## config.mk

```make
export PLATFORM = sky130hd
export DESIGN_NAME = button_gesture_decoder_core_flat
export DESIGN_NICKNAME = d
export VERILOG_FILES = /design/src/hdl/bgd_pkg.sv /design/src/hdl/bgd_if.sv /design/src/hdl/bgd_csr.sv /design/src/hdl/bgd_engine.sv /design/src/hdl/button_gesture_decoder_core.sv /design/src/flat_wrapper.sv
export SDC_FILE = /design/constraint.sdc
export NUM_CORES = 1
export LEC_CHECK = 0
export BUFFER_PORTS_ARGS = -buffer_cell sky130_fd_sc_hd__buf_2
export CAP_MARGIN = 5
export CORE_ASPECT_RATIO = 2
export CORE_MARGIN = 2
export CORE_UTILIZATION = 30
export DETAILED_ROUTE_END_ITERATION = 8
export PLACE_DENSITY = 0.56
export SLEW_MARGIN = 40
export SYNTH_ARGS = -nofsm -noshare
export SYNTH_HDL_FRONTEND = slang
export SYNTH_SLANG_ARGS = --single-unit
```

## constraint.sdc

```tcl
create_clock -name clock -period 7.2 [get_ports clock]
set_input_delay 1.44 -clock clock [delete_from_list [all_inputs] [get_ports clock]]
set_output_delay 1.44 -clock clock [all_outputs]
set_load 0.01 [all_outputs]
```

## src/hdl/bgd_pkg.sv

```systemverilog
// ---------------------------------------------------------------------------
// Button gesture decoder package
// Shared types, codes and widths for the button gesture decoder.
// ---------------------------------------------------------------------------
package bgd_pkg;

   localparam int TimeWidth = 32;
   localparam int HoldWidth = 16;
   localparam int CsrIndexWidth = 2;
   localparam int CsrDataWidth = 16;

   typedef enum logic [1:0] {
      CMD_UPDATE = 2'd0,
      CMD_SEED   = 2'd1,
      CMD_TAKE   = 2'd2,
      CMD_NONE   = 2'd3
   } cmd_type;

   typedef enum logic [1:0] {
      GESTURE_NONE   = 2'd0,
      GESTURE_SHORT  = 2'd1,
      GESTURE_DOUBLE = 2'd2,
      GESTURE_LONG   = 2'd3
   } gesture_type;

   typedef enum logic [CsrIndexWidth-1:0] {
      CSR_DOUBLE_ENABLE = 2'd0,
      CSR_DOUBLE_GAP    = 2'd1,
      CSR_LONG_HOLD     = 2'd2,
      CSR_UNUSED        = 2'd3
   } csr_index_type;

   localparam logic [HoldWidth-1:0] DoubleGapReset = 16'd300;
   localparam logic [HoldWidth-1:0] LongHoldReset  = 16'd800;

   typedef struct packed {
      logic                 double_enable;
      logic [HoldWidth-1:0] double_gap;
      logic [HoldWidth-1:0] long_hold;
   } cfg_type;

   typedef struct packed {
      cmd_type              cmd;
      logic [TimeWidth-1:0] now_time;
      logic                 level;
   } req_item_type;

   typedef struct packed {
      logic                 prev_level;
      logic [TimeWidth-1:0] press_start;
      logic [TimeWidth-1:0] short_deadline;
      logic                 short_waiting;
      logic                 long_done;
      logic                 short_blocked;
      logic                 short_flag;
      logic                 double_flag;
      logic                 long_flag;
   } state_type;

endpackage

```

## src/hdl/bgd_if.sv

```systemverilog
// ---------------------------------------------------------------------------
// Button gesture decoder channels
// Valid/ready channel interfaces for requests and responses.
// ---------------------------------------------------------------------------
interface bgd_req_if;
   import bgd_pkg::*;

   logic                 valid;
   logic                 ready;
   cmd_type              cmd;
   logic [TimeWidth-1:0] now_time;
   logic                 level;

   modport source (output valid, output cmd, output now_time, output level, input ready);
   modport sink   (input valid, input cmd, input now_time, input level, output ready);
endinterface

interface bgd_rsp_if;
   import bgd_pkg::*;

   logic        valid;
   logic        ready;
   gesture_type gesture;

   modport source (output valid, output gesture, input ready);
   modport sink   (input valid, input gesture, output ready);
endinterface

```

## src/hdl/bgd_csr.sv

```systemverilog
// ---------------------------------------------------------------------------
// Button gesture decoder configuration registers
// Holds the double-click enable, gap window and long-press hold time.
// ---------------------------------------------------------------------------
module bgd_csr (
   input  logic                              clock,
   input  logic                              reset,
   input  logic                              csr_wr_en,
   input  logic [bgd_pkg::CsrIndexWidth-1:0] csr_index,
   input  logic [bgd_pkg::CsrDataWidth-1:0]  csr_wdata,
   output bgd_pkg::cfg_type                  cfg
);
   import bgd_pkg::*;

   cfg_type cfg_ff;
   cfg_type cfg_in;

   always_comb begin
      cfg_in = cfg_ff;
      if (csr_wr_en) begin
         unique case (csr_index_type'(csr_index))
            CSR_DOUBLE_ENABLE: cfg_in.double_enable = csr_wdata[0];
            CSR_DOUBLE_GAP:    cfg_in.double_gap = csr_wdata[HoldWidth-1:0];
            CSR_LONG_HOLD:     cfg_in.long_hold = csr_wdata[HoldWidth-1:0];
            default:           cfg_in = cfg_ff;
         endcase
      end
   end

   always_ff @(posedge clock) begin
      if (reset) begin
         cfg_ff.double_enable <= 1'b1;
         cfg_ff.double_gap <= DoubleGapReset;
         cfg_ff.long_hold <= LongHoldReset;
      end else begin
         cfg_ff <= cfg_in;
      end
   end

   assign cfg = cfg_ff;

endmodule

```

## src/hdl/bgd_engine.sv

```systemverilog
// ---------------------------------------------------------------------------
// Button gesture decoder engine
// Edge detection, hold and gap timing, event flags and the take arbiter.
// ---------------------------------------------------------------------------
module bgd_engine (
   input  logic                  clock,
   input  logic                  reset,
   input  logic                  fire,
   input  bgd_pkg::req_item_type item,
   input  bgd_pkg::cfg_type      cfg,
   output bgd_pkg::gesture_type  gesture
);
   import bgd_pkg::*;

   state_type            state_ff;
   state_type            state_in;
   state_type            upd;
   logic [TimeWidth-1:0] gap_diff;
   logic [TimeWidth-1:0] hold_diff;
   logic [TimeWidth-1:0] expiry_diff;
   logic                 rising;
   logic                 falling;

   // Update path: edges first, then the long check and the window expiry,
   // each seeing the values the earlier steps left.
   always_comb begin
      upd = state_ff;
      rising = !state_ff.prev_level && item.level;
      falling = state_ff.prev_level && !item.level;
      gap_diff = item.now_time - state_ff.short_deadline;
      if (rising) begin
         if (cfg.double_enable && state_ff.short_waiting &&
             ((gap_diff == '0) || gap_diff[TimeWidth-1])) begin
            upd.short_waiting = 1'b0;
            upd.short_blocked = 1'b1;
            upd.double_flag = 1'b1;
         end else begin
            upd.short_blocked = 1'b0;
         end
         upd.press_start = item.now_time;
         upd.long_done = 1'b0;
      end else if (falling) begin
         if (!state_ff.short_blocked && !state_ff.long_done) begin
            if (cfg.double_enable) begin
               upd.short_deadline = item.now_time +
                                    {{(TimeWidth-HoldWidth){1'b0}}, cfg.double_gap};
               upd.short_waiting = 1'b1;
            end else begin
               upd.short_flag = 1'b1;
            end
         end
      end

      hold_diff = item.now_time - upd.press_start;
      if (item.level && !upd.long_done &&
          (hold_diff >= {{(TimeWidth-HoldWidth){1'b0}}, cfg.long_hold})) begin
         upd.long_done = 1'b1;
         upd.long_flag = 1'b1;
      end

      expiry_diff = item.now_time - upd.short_deadline;
      if (upd.short_waiting && !expiry_diff[TimeWidth-1]) begin
         upd.short_waiting = 1'b0;
         upd.short_flag = 1'b1;
      end

      upd.prev_level = item.level;
   end

   always_comb begin
      state_in = state_ff;
      gesture = GESTURE_NONE;
      unique case (item.cmd)
         CMD_UPDATE: state_in = upd;
         CMD_SEED: begin
            state_in = '0;
            state_in.prev_level = item.level;
            state_in.press_start = item.now_time;
         end
         CMD_TAKE: begin
            if (state_ff.long_flag) begin
               state_in.long_flag = 1'b0;
               gesture = GESTURE_LONG;
            end else if (state_ff.double_flag) begin
               state_in.double_flag = 1'b0;
               gesture = GESTURE_DOUBLE;
            end else if (state_ff.short_flag) begin
               state_in.short_flag = 1'b0;
               gesture = GESTURE_SHORT;
            end
         end
         default: state_in = state_ff;
      endcase
   end

   always_ff @(posedge clock) begin
      if (reset) begin
         state_ff <= '0;
      end else if (fire) begin
         state_ff <= state_in;
      end
   end

endmodule

```

## src/hdl/button_gesture_decoder_core.sv

```systemverilog
// ---------------------------------------------------------------------------
// Button gesture decoder core
// Turns timestamped button levels into short, double and long gestures.
// ---------------------------------------------------------------------------
// Usage:
//   The req channel carries one command per transfer: update with a level
//   sample, seed a new baseline, take one latched gesture, or do nothing.
//   Every request gives exactly one transfer on the rsp channel, in order;
//   its gesture is nonzero only for a take.
//   The csr port writes double_enable, double_gap and long_hold, one per
//   cycle, and should be used only while no request is in flight.
//   A request passes through the input register and then the response
//   register; its response is valid once it reaches the response register.
//   Throughput is one request per cycle while rsp.ready holds; the state
//   update, a few 32-bit adds and compares, completes in the cycle the
//   request leaves the input register.
//   When the receiver stalls, the response register holds its item and the
//   input register keeps one more request, after which req.ready drops.
//   Synchronous reset empties both registers, clears all gesture state and
//   restores the configuration defaults (double mode on, 300 ms gap,
//   800 ms hold).
// ---------------------------------------------------------------------------
module button_gesture_decoder_core (
   input  logic                              clock,
   input  logic                              reset,
   bgd_req_if.sink                           req,
   bgd_rsp_if.source                         rsp,
   input  logic                              csr_wr_en,
   input  logic [bgd_pkg::CsrIndexWidth-1:0] csr_index,
   input  logic [bgd_pkg::CsrDataWidth-1:0]  csr_wdata
);
   import bgd_pkg::*;

   cfg_type      cfg;
   logic         s1_valid_ff;
   logic         s1_valid_in;
   req_item_type s1_item_ff;
   logic         out_valid_ff;
   logic         out_valid_in;
   gesture_type  out_gesture_ff;
   gesture_type  gesture;
   logic         advance;
   logic         req_xfer;
   logic         fire;

   bgd_csr u_csr (
      .clock     (clock),
      .reset     (reset),
      .csr_wr_en (csr_wr_en),
      .csr_index (csr_index),
      .csr_wdata (csr_wdata),
      .cfg       (cfg)
   );

   bgd_engine u_engine (
      .clock   (clock),
      .reset   (reset),
      .fire    (fire),
      .item    (s1_item_ff),
      .cfg     (cfg),
      .gesture (gesture)
   );

   // The response register can take a new item when it is empty or its
   // current item is being transferred out.
   assign advance = !out_valid_ff || rsp.ready;
   assign fire = s1_valid_ff && advance;
   assign req.ready = !s1_valid_ff || advance;
   assign req_xfer = req.valid && req.ready;

   always_comb begin
      s1_valid_in = s1_valid_ff;
      if (req_xfer) begin
         s1_valid_in = 1'b1;
      end else if (advance) begin
         s1_valid_in = 1'b0;
      end
      out_valid_in = advance ? s1_valid_ff : out_valid_ff;
   end

   always_ff @(posedge clock) begin
      if (reset) begin
         s1_valid_ff <= 1'b0;
         out_valid_ff <= 1'b0;
      end else begin
         s1_valid_ff <= s1_valid_in;
         out_valid_ff <= out_valid_in;
      end
   end

   always_ff @(posedge clock) begin
      if (req_xfer) begin
         s1_item_ff.cmd <= req.cmd;
         s1_item_ff.now_time <= req.now_time;
         s1_item_ff.level <= req.level;
      end
      if (fire) begin
         out_gesture_ff <= gesture;
      end
   end

   assign rsp.valid = out_valid_ff;
   assign rsp.gesture = out_gesture_ff;

endmodule
```

## src/flat_wrapper.sv

```systemverilog
// flat-port wrapper written by rule: the top's interface ports become plain ports
module button_gesture_decoder_core_flat import bgd_pkg::*;
  (clock, reset, csr_wr_en, csr_index, csr_wdata, req_valid, req_cmd, req_now_time, req_level, req_ready, rsp_valid, rsp_gesture, rsp_ready);
  bgd_req_if req_i ();
  bgd_rsp_if rsp_i ();
  input  logic clock;
  input  logic reset;
  input  logic csr_wr_en;
  input  logic [bgd_pkg::CsrIndexWidth-1:0] csr_index;
  input  logic [bgd_pkg::CsrDataWidth-1:0] csr_wdata;
  input wire logic [$bits(req_i.valid)-1:0] req_valid;
  input wire logic [$bits(req_i.cmd)-1:0] req_cmd;
  input wire logic [$bits(req_i.now_time)-1:0] req_now_time;
  input wire logic [$bits(req_i.level)-1:0] req_level;
  output wire logic [$bits(req_i.ready)-1:0] req_ready;
  output wire logic [$bits(rsp_i.valid)-1:0] rsp_valid;
  output wire logic [$bits(rsp_i.gesture)-1:0] rsp_gesture;
  input wire logic [$bits(rsp_i.ready)-1:0] rsp_ready;
  assign req_i.valid = req_valid;
  assign req_i.cmd = req_cmd;
  assign req_i.now_time = req_now_time;
  assign req_i.level = req_level;
  assign req_ready = req_i.ready;
  assign rsp_valid = rsp_i.valid;
  assign rsp_gesture = rsp_i.gesture;
  assign rsp_i.ready = rsp_ready;
  button_gesture_decoder_core u_core (.clock(clock), .reset(reset), .req(req_i), .rsp(rsp_i), .csr_wr_en(csr_wr_en), .csr_index(csr_index), .csr_wdata(csr_wdata));
endmodule
```

==> results of run 1 <==
layer usage:
layer / share of wire [%] / vias to the layer above / routed length, um / GRT usage (%)
met2: 56 / 253 / 22280 / 38.48
li1: - / 5538 / - / -
met5: 0 / - / 0 / 0
met1: 35 / 5265 / 14160 / 19.06
met3: 2.3 / 117 / 914 / 2.160
met4: 6.5 / 0 / 2584 / 12.25
cells by family after synthesis:
family | after synthesis
and+or+nand+nor | 553
muxes | 46
adders and majority gates | 131
buffers and inverters | 135
DFF | 143
xor gates and xnor gates | 58
AOI/OAI and AO/OA | 447
cell type report:
type / instances / area, um^2
fillers: 4084 / 25470
multi-input cells: 1235 / 8023
flip-flops and latches: 143 / 3233
well taps: 520 / 650.6
clock buffers: 19 / 454.2
repair buffers: 72 / 394.1
inverters: 77 / 289.0
clock inverters: 13 / 157.7
power by group:
part	switching (mW)	leakage, nW	internal (mW)	total [mW]
combinational	0.381	3.58	0.244	0.625
clock	0.379	0.300	0.566	0.945
sequential	0.0379	1.22	0.853	0.891
total	0.799	5.10	1.66	2.46
state kept, by name, indices dropped and copies added, names as in the netlist:
register	flops
u_core.rsp.valid	1
u_core.rsp.gesture	2
u_core.s1_valid_ff	1
u_core.s1_item_ff	35
u_core.u_csr.cfg	33
u_core.u_engine.state_ff	71
worst max-delay path, cell delays in order, from the launching register on:
cell,delay (ns)
edfxtp_1,0.43
nor2b_4,0.57
mux2i_1,0.38
ha_1,0.29
nor2b_1,0.14
o31a_1,0.28
o211a_1,0.30
a21oi_1,0.27
nor2b_1,0.09
o21ai_0,0.15
nand2_1,0.08
xor2_1,0.14
ha_1,0.18
a21o_1,0.18
a2111oi_0,0.68
nand4_1,0.18
nor4_1,0.22
o311a_1,0.22
nand4_1,0.11
a2111o_1,0.35
a21oi_1,0.17
mux2i_1,0.18
worst paths after layout:
path | start | endpoint | cells past startpoint | slack, ns
setup / recovery | u_core.s1_item_ff[0] | u_core.u_engine.state_ff[0] | 21 | 1.51
hold / removal | u_core.u_engine.state_ff[38] | u_core.u_engine.state_ff[38] | 2 | 0.45
setup reg to reg | u_core.s1_item_ff[0] | u_core.u_engine.state_ff[0] | 21 | 1.51
hold reg to reg | u_core.u_engine.state_ff[38] | u_core.u_engine.state_ff[38] | 2 | 0.45
through the flow:
step | std cells | cell area, um^2 | power [mW] | utilization [%]
floorplan | 1513 | 11750 | 1.334 | -
global placement | 2047 | 12580 | 1.522 | 32.54
detailed placement | 2047 | 12590 | 1.527 | 32.55
CTS | 2079 | 13200 | 2.480 | 34.13
global route | 2079 | 13200 | 2.576 | 34.14
finish | 2079 | 13200 | 2.461 | 34.14
cells in the final DEF (no fill, tap or decap), types with 13 or more instances in the layout:
cell type,n
nand2_1,227
a21oi_1,185
nor2_1,138
ha_1,128
dfxtp_1,106
inv_1,77
buf_2,60
o21ai_0,58
a21o_1,45
mux2i_1,42
edfxtp_1,37
xnor2_1,35
nand3_1,33
nor3_1,32
nand2b_1,26
xor2_1,23
nand4_1,22
o211ai_1,18
clkbuf_16,18
o21a_1,14
nor2b_1,13
==> impl_metrics.csv, run 1 <==
group,metric,value,unit
layout,area_growth,12.34,%
floorplanning,num_rows,102,
sta,slew_headroom,41.99,%
routing,vias_per_cell,5.374,
power_and_ir_drop,max-vdd-ir-drop,118.1,uV
synthesis,synth_cells,1513,
grt,track_usage,19.75,%
routing,totalWireLength,39940,um
floorplanning,coreArea,38670,um^2
power_and_ir_drop,p_leak,5.103,nW
synthesis,synth-adder-area-share,14.14,%
synthesis,synth_xor_area_share,4.323,%
synthesis,synth_largest_area_cell,"dfxtp_1",
run_status,status,"finished clean",
synthesis,async_reset_ff_share,0,%
layout,final_nets,1735,
sta,skew,0.008475,ns
sta,setup-tns-final,0,ns
clocking,cts_setup_buffers,0,
grt,grt_pass1_wl,61710,um
sta,hold_ws,0.4541,ns
job,maxCapViolCount,0,
clocking,hold_buffers,0,
placement,portBuffers,61,
synthesis,synth-main-ff-cell,"dfxtp_1",
floorplanning,dieWidth,144.0,um
synthesis,ys_seq_area_share,27.51,%
floorplanning,dieArea,40870,um^2
sta,finalHoldViolations,0,
synthesis,synth_common_cells,"nand2_1, a21oi_1, nor2_1, ha_1, dfxtp_1",
power_and_ir_drop,power.density,186.4,nW/um^2
layout,drive_gt1_share,8.659,%
synthesis,synth-edff-count,37,
routing,wl_per_cell,19.21,um
synthesis,yosysUniqueCellTypes,80,
clocking,clock_sinks,143,
synthesis,synth_top_cell_area_share,18.06,%
synthesis,synth.area.mux_share,3.993,%
grt,antenna_found_initial,0,
sta,maxSlewViolCount,0,
routing,ant_nets,0,
clocking,clock_path_buffers,2,
sta,rsz0062_at_grt,"no",
clocking,cts_made_buffers,17,
sta,setup_ws,1.506,ns
clocking,clkTransAtPathRegs,0.06,ns
critical_path,critPathKind,"reg -> reg",
synthesis,synth_area,11750,um^2
synthesis,synth_top_family_by_area,"compound AO/OA/AOI/OAI gates",
hold_path,worst_hold_path_type,"reg -> reg",
grt,grt_pass1_vias,11230,
sta,fin_crit_sh,79.09,%
synthesis,yosys.area_share.simple,21.36,%
grt,overflow,0,
clocking,clk_latency,0.45,ns
synthesis,ys_top_cells_by_area,"dfxtp_1, ha_1, edfxtp_1",
synthesis,yosys_warnings,0,
critical_path,crit_fanout,15,
floorplanning,die_h,283.9,um
clocking,cts_tree,"yes",
placement,dp_slack,1.594,ns
synthesis,ys_ff_latch,143,
routing,drt_iter0_markers,645,
layout,n_antenna_cell,0,
critical_path,cp.required,7.58,ns
floorplanning,initial_utilization,30.39,%
floorplanning,io_pins,62,
critical_path,endpoint_kind,"flop",
clocking,htree_num_levels,4,
placement,routabilityCongestion,0.9147,
critical_path,arrival,6.08,ns
placement,hpwl,31890,um
routing,drt-pass1-iter-count,6,
synthesis,synth_compound_area_share,24.24,%
sta,tightest_slew,0.8592,ns
critical_path,start_kind,"flop",
sta,setup_viol,0,
sta,fin_crit,5.694,ns
synthesis,yosysMostFrequentCell,"nand2_1",
clocking,cts_root_buf,"clkbuf_16",
synthesis,avgSynthCellArea,7.767,um^2
grt,grt_max_degree,72,
synthesis,synth_fp_nets,1702,
clocking,cts_resized,0,
sta,fmaxAchievable,175.6,MHz
routing,vias,11170,
routing,drc,0,
Power figures use the tool's default switching activity.
==> run 2: changes to the inputs <==
--- a/config.mk
+++ b/config.mk
@@ -11,7 +11,7 @@
 export CORE_MARGIN = 2
 export CORE_UTILIZATION = 30
 export DETAILED_ROUTE_END_ITERATION = 8
-export PLACE_DENSITY = 0.56
+export PLACE_DENSITY = 0.58
 export SLEW_MARGIN = 40
 export SYNTH_ARGS = -nofsm -noshare
 export SYNTH_HDL_FRONTEND = slang
==> constraint.sdc (replaced) <==
create_clock -name clock -period 4.8 [get_ports clock]
set_input_delay 0.96 -clock clock [delete_from_list [all_inputs] [get_ports clock]]
set_output_delay 0.96 -clock clock [all_outputs]
set_load 0.01 [all_outputs]
==> run 2 against run 1 <==
Combinational power is 70% higher; utilization is 2.4 points higher; clock skew is 0.0025 ns higher; wire length is 1.2% higher.
==> impl_metrics.csv, run 2 (synthesized netlist as in run 1, its figures left out) <==
group,metric,value,unit
run_status,status,"finished clean",
grt,grt_pass1_vias,11530,
placement,portBuffers,61,
job,maxCapViolCount,0,
power_and_ir_drop,combPwrFrac,27.9,%
clocking,htree_num_levels,4,
sta,fin_crit,4.781,ns
critical_path,crit_family,"compound AO/OA/AOI/OAI gates",
sta,fin_crit_sh,99.61,%
floorplanning,initial_utilization,30.39,%
layout,largest_register_ff_count,71,
power_and_ir_drop,sw_frac_of_total,33.52,%
power_and_ir_drop,power.density,267.8,nW/um^2
placement,routabilityCongestion,0.9814,
critical_path,cpPeakStageDelay,0.40,ns
power_and_ir_drop,p_seq_share,34.7,%
layout,top_register,"u_core.u_engine.state_ff",
grt,overflow,0,
grt,antenna_found_initial,0,
critical_path,critPathKind,"reg -> reg",
floorplanning,num_rows,102,
power_and_ir_drop,p_leak,5.591,nW
routing,drt_iter0_markers,622,
clocking,cts_root_buf,"clkbuf_16",
routing,vias,11560,
floorplanning,dieWidth,144.0,um
routing,drt-pass1-iter-count,5,
critical_path,cp_num_buf_inv,3,
critical_path,cp_num_cells,24,
critical_path,endpoint_kind,"flop",
layout,final_area,14140,um^2
layout,final_util,36.57,%
clocking,clk_latency,0.44,ns
sta,setup_viol,0,
grt,grt_max_degree,77,
floorplanning,die_h,283.9,um
sta,skew,0.01102,ns
routing,vias_per_cell,5.317,
sta,setup-tns-final,0,ns
clocking,clock_path_buffers,2,
grt,track_usage,19.83,%
grt,grt_pass1_wl,62180,um
floorplanning,dieArea,40870,um^2
sta,fmaxAchievable,209.2,MHz
layout,final_cell_mix,"nand2_1, a21oi_1, nor2_1, ha_1, dfxtp_1",
layout,n_antenna_cell,0,
critical_path,ff2ff_path_depth,24,
layout,drive_gt1_share,15.84,%
hold_path,hold_depth,2,
power_and_ir_drop,p_switching,1.269,mW
floorplanning,io_pins,62,
routing,ant_nets,0,
sta,maxSlewViolCount,0,
sta,slew_headroom,47.71,%
critical_path,cp_cell_sequence,"nor2b_4, buf_12, buf_6, mux2i_4, ha_1, o21a_1, o31a_1, o211a_1, a21oi_2, nor2b_1, o21ai_1, nand2_1, xor2_1, ha_2, a21o_1, a2111oi_2, buf_4, nand4_1, nor4_2, o311a_1, nand4_1, a2111o_1, a21oi_2, mux2i_1",
sta,finalHoldViolations,0,
critical_path,start_kind,"flop",
layout,layout_commonest_cell,"nand2_1",
power_and_ir_drop,finalPower,3.787,mW
routing,wl_per_cell,18.59,um
clocking,clock_sinks,143,
power_and_ir_drop,p_int,2.518,mW
critical_path,slowest_stage,"a2111o_1",
power_and_ir_drop,clkPwrFrac,37.4,%
critical_path,arrival,5.15,ns
layout,area_growth,20.35,%
critical_path,cp.required,5.17,ns
clocking,cts_tree,"yes",
layout,final_nets,1830,
power_and_ir_drop,max-vdd-ir-drop,194.3,uV
routing,totalWireLength,40430,um
clocking,clkTransAtPathRegs,0.07,ns
critical_path,crit_fanout,5,
clocking,cts_made_buffers,17,
sta,rsz0062_at_grt,"yes",
placement,hpwl,32330,um
placement,dpl-instance-area,13270,um^2
floorplanning,coreArea,38670,um^2
hold_path,worst_hold_path_type,"reg -> reg",
routing,drc,0,
sta,tightest_slew,0.7814,ns
-- run 2: worst paths after layout --
check / start / to / slack, ns
min reg2reg: u_core.u_csr.cfg[12] / u_core.u_csr.cfg[12] / 0.45
max: u_core.s1_item_ff[0] / u_core.u_engine.state_ff[0] / 0.02
max reg2reg: u_core.s1_item_ff[0] / u_core.u_engine.state_ff[0] / 0.02
min: u_core.u_csr.cfg[12] / u_core.u_csr.cfg[12] / 0.45
-- run 2: what timing repair did --
item / CTS / global route
setup buffers: 5 / 4
pin swaps: 25 / 12
hold buffers: 0 / 0
endpoints found under the hold margin: 0 / 0
resized for setup: 35 / 7
setup endpoints to repair: 4 / 4
-- run 2: area by class of cell --
class                           instances  area, um^2
Clock buffer                           17       425.4
Sequential cell                       143        3233
Tap cell                              520       650.6
Timing Repair Buffer                  167        1144
Clock inverter                         15       193.9
Inverter                               77       289.0
Multi-Input combinational cell       1235        8207
Fill cell                            3985       24530
-- run 2: worst register-to-register path, stage by stage, from the launching register on --
cell and delay, ns:
edfxtp_1 0.38, nor2b_4 0.15, buf_12 0.14, buf_6 0.12
mux2i_4 0.17, ha_1 0.30, o21a_1 0.19, o31a_1 0.11
o211a_1 0.29, a21oi_2 0.19, nor2b_1 0.07, o21ai_1 0.13
nand2_1 0.08, xor2_1 0.15, ha_2 0.17, a21o_1 0.16
a2111oi_2 0.36, buf_4 0.17, nand4_1 0.10, nor4_2 0.16
o311a_1 0.26, nand4_1 0.12, a2111o_1 0.40, a21oi_2 0.17
mux2i_1 0.19
-- run 2: through the flow --
step / hold WS, ns / worst slack (ns) / std cells
after floorplan: 0.4302 / 0.03508 / 1513
after global placement: 0.4414 / -0.2410 / 2134
after detailed placement: 0.4458 / -0.3389 / 2134
after CTS: 0.4548 / 0.008805 / 2170
after global routing: 0.4741 / -0.2425 / 2174
final: 0.4536 / 0.01891 / 2174
-- run 2: power by group through the flow --
stage	clock, mW	combinational, mW	sequential (mW)
finish	1.41	1.06	1.31
global route	1.48	1.16	1.32
detailed placement	0	1.01	1.34
global placement	0	1.00	1.34
CTS	1.45	1.04	1.31
floorplan	0	0.665	1.34
-- run 2: layer usage --
| layer | up-vias | GRT usage (%) | share of wire [%] |
|---|---|---|---|
| met2 | 260 | 37.92 | 55 |
| met3 | 112 | 1.755 | 2.0 |
| met4 | 0 | 13.87 | 7.5 |
| li1 | 5737 | - | - |
| met5 | - | 0 | 0 |
| met1 | 5450 | 19.34 | 36 |
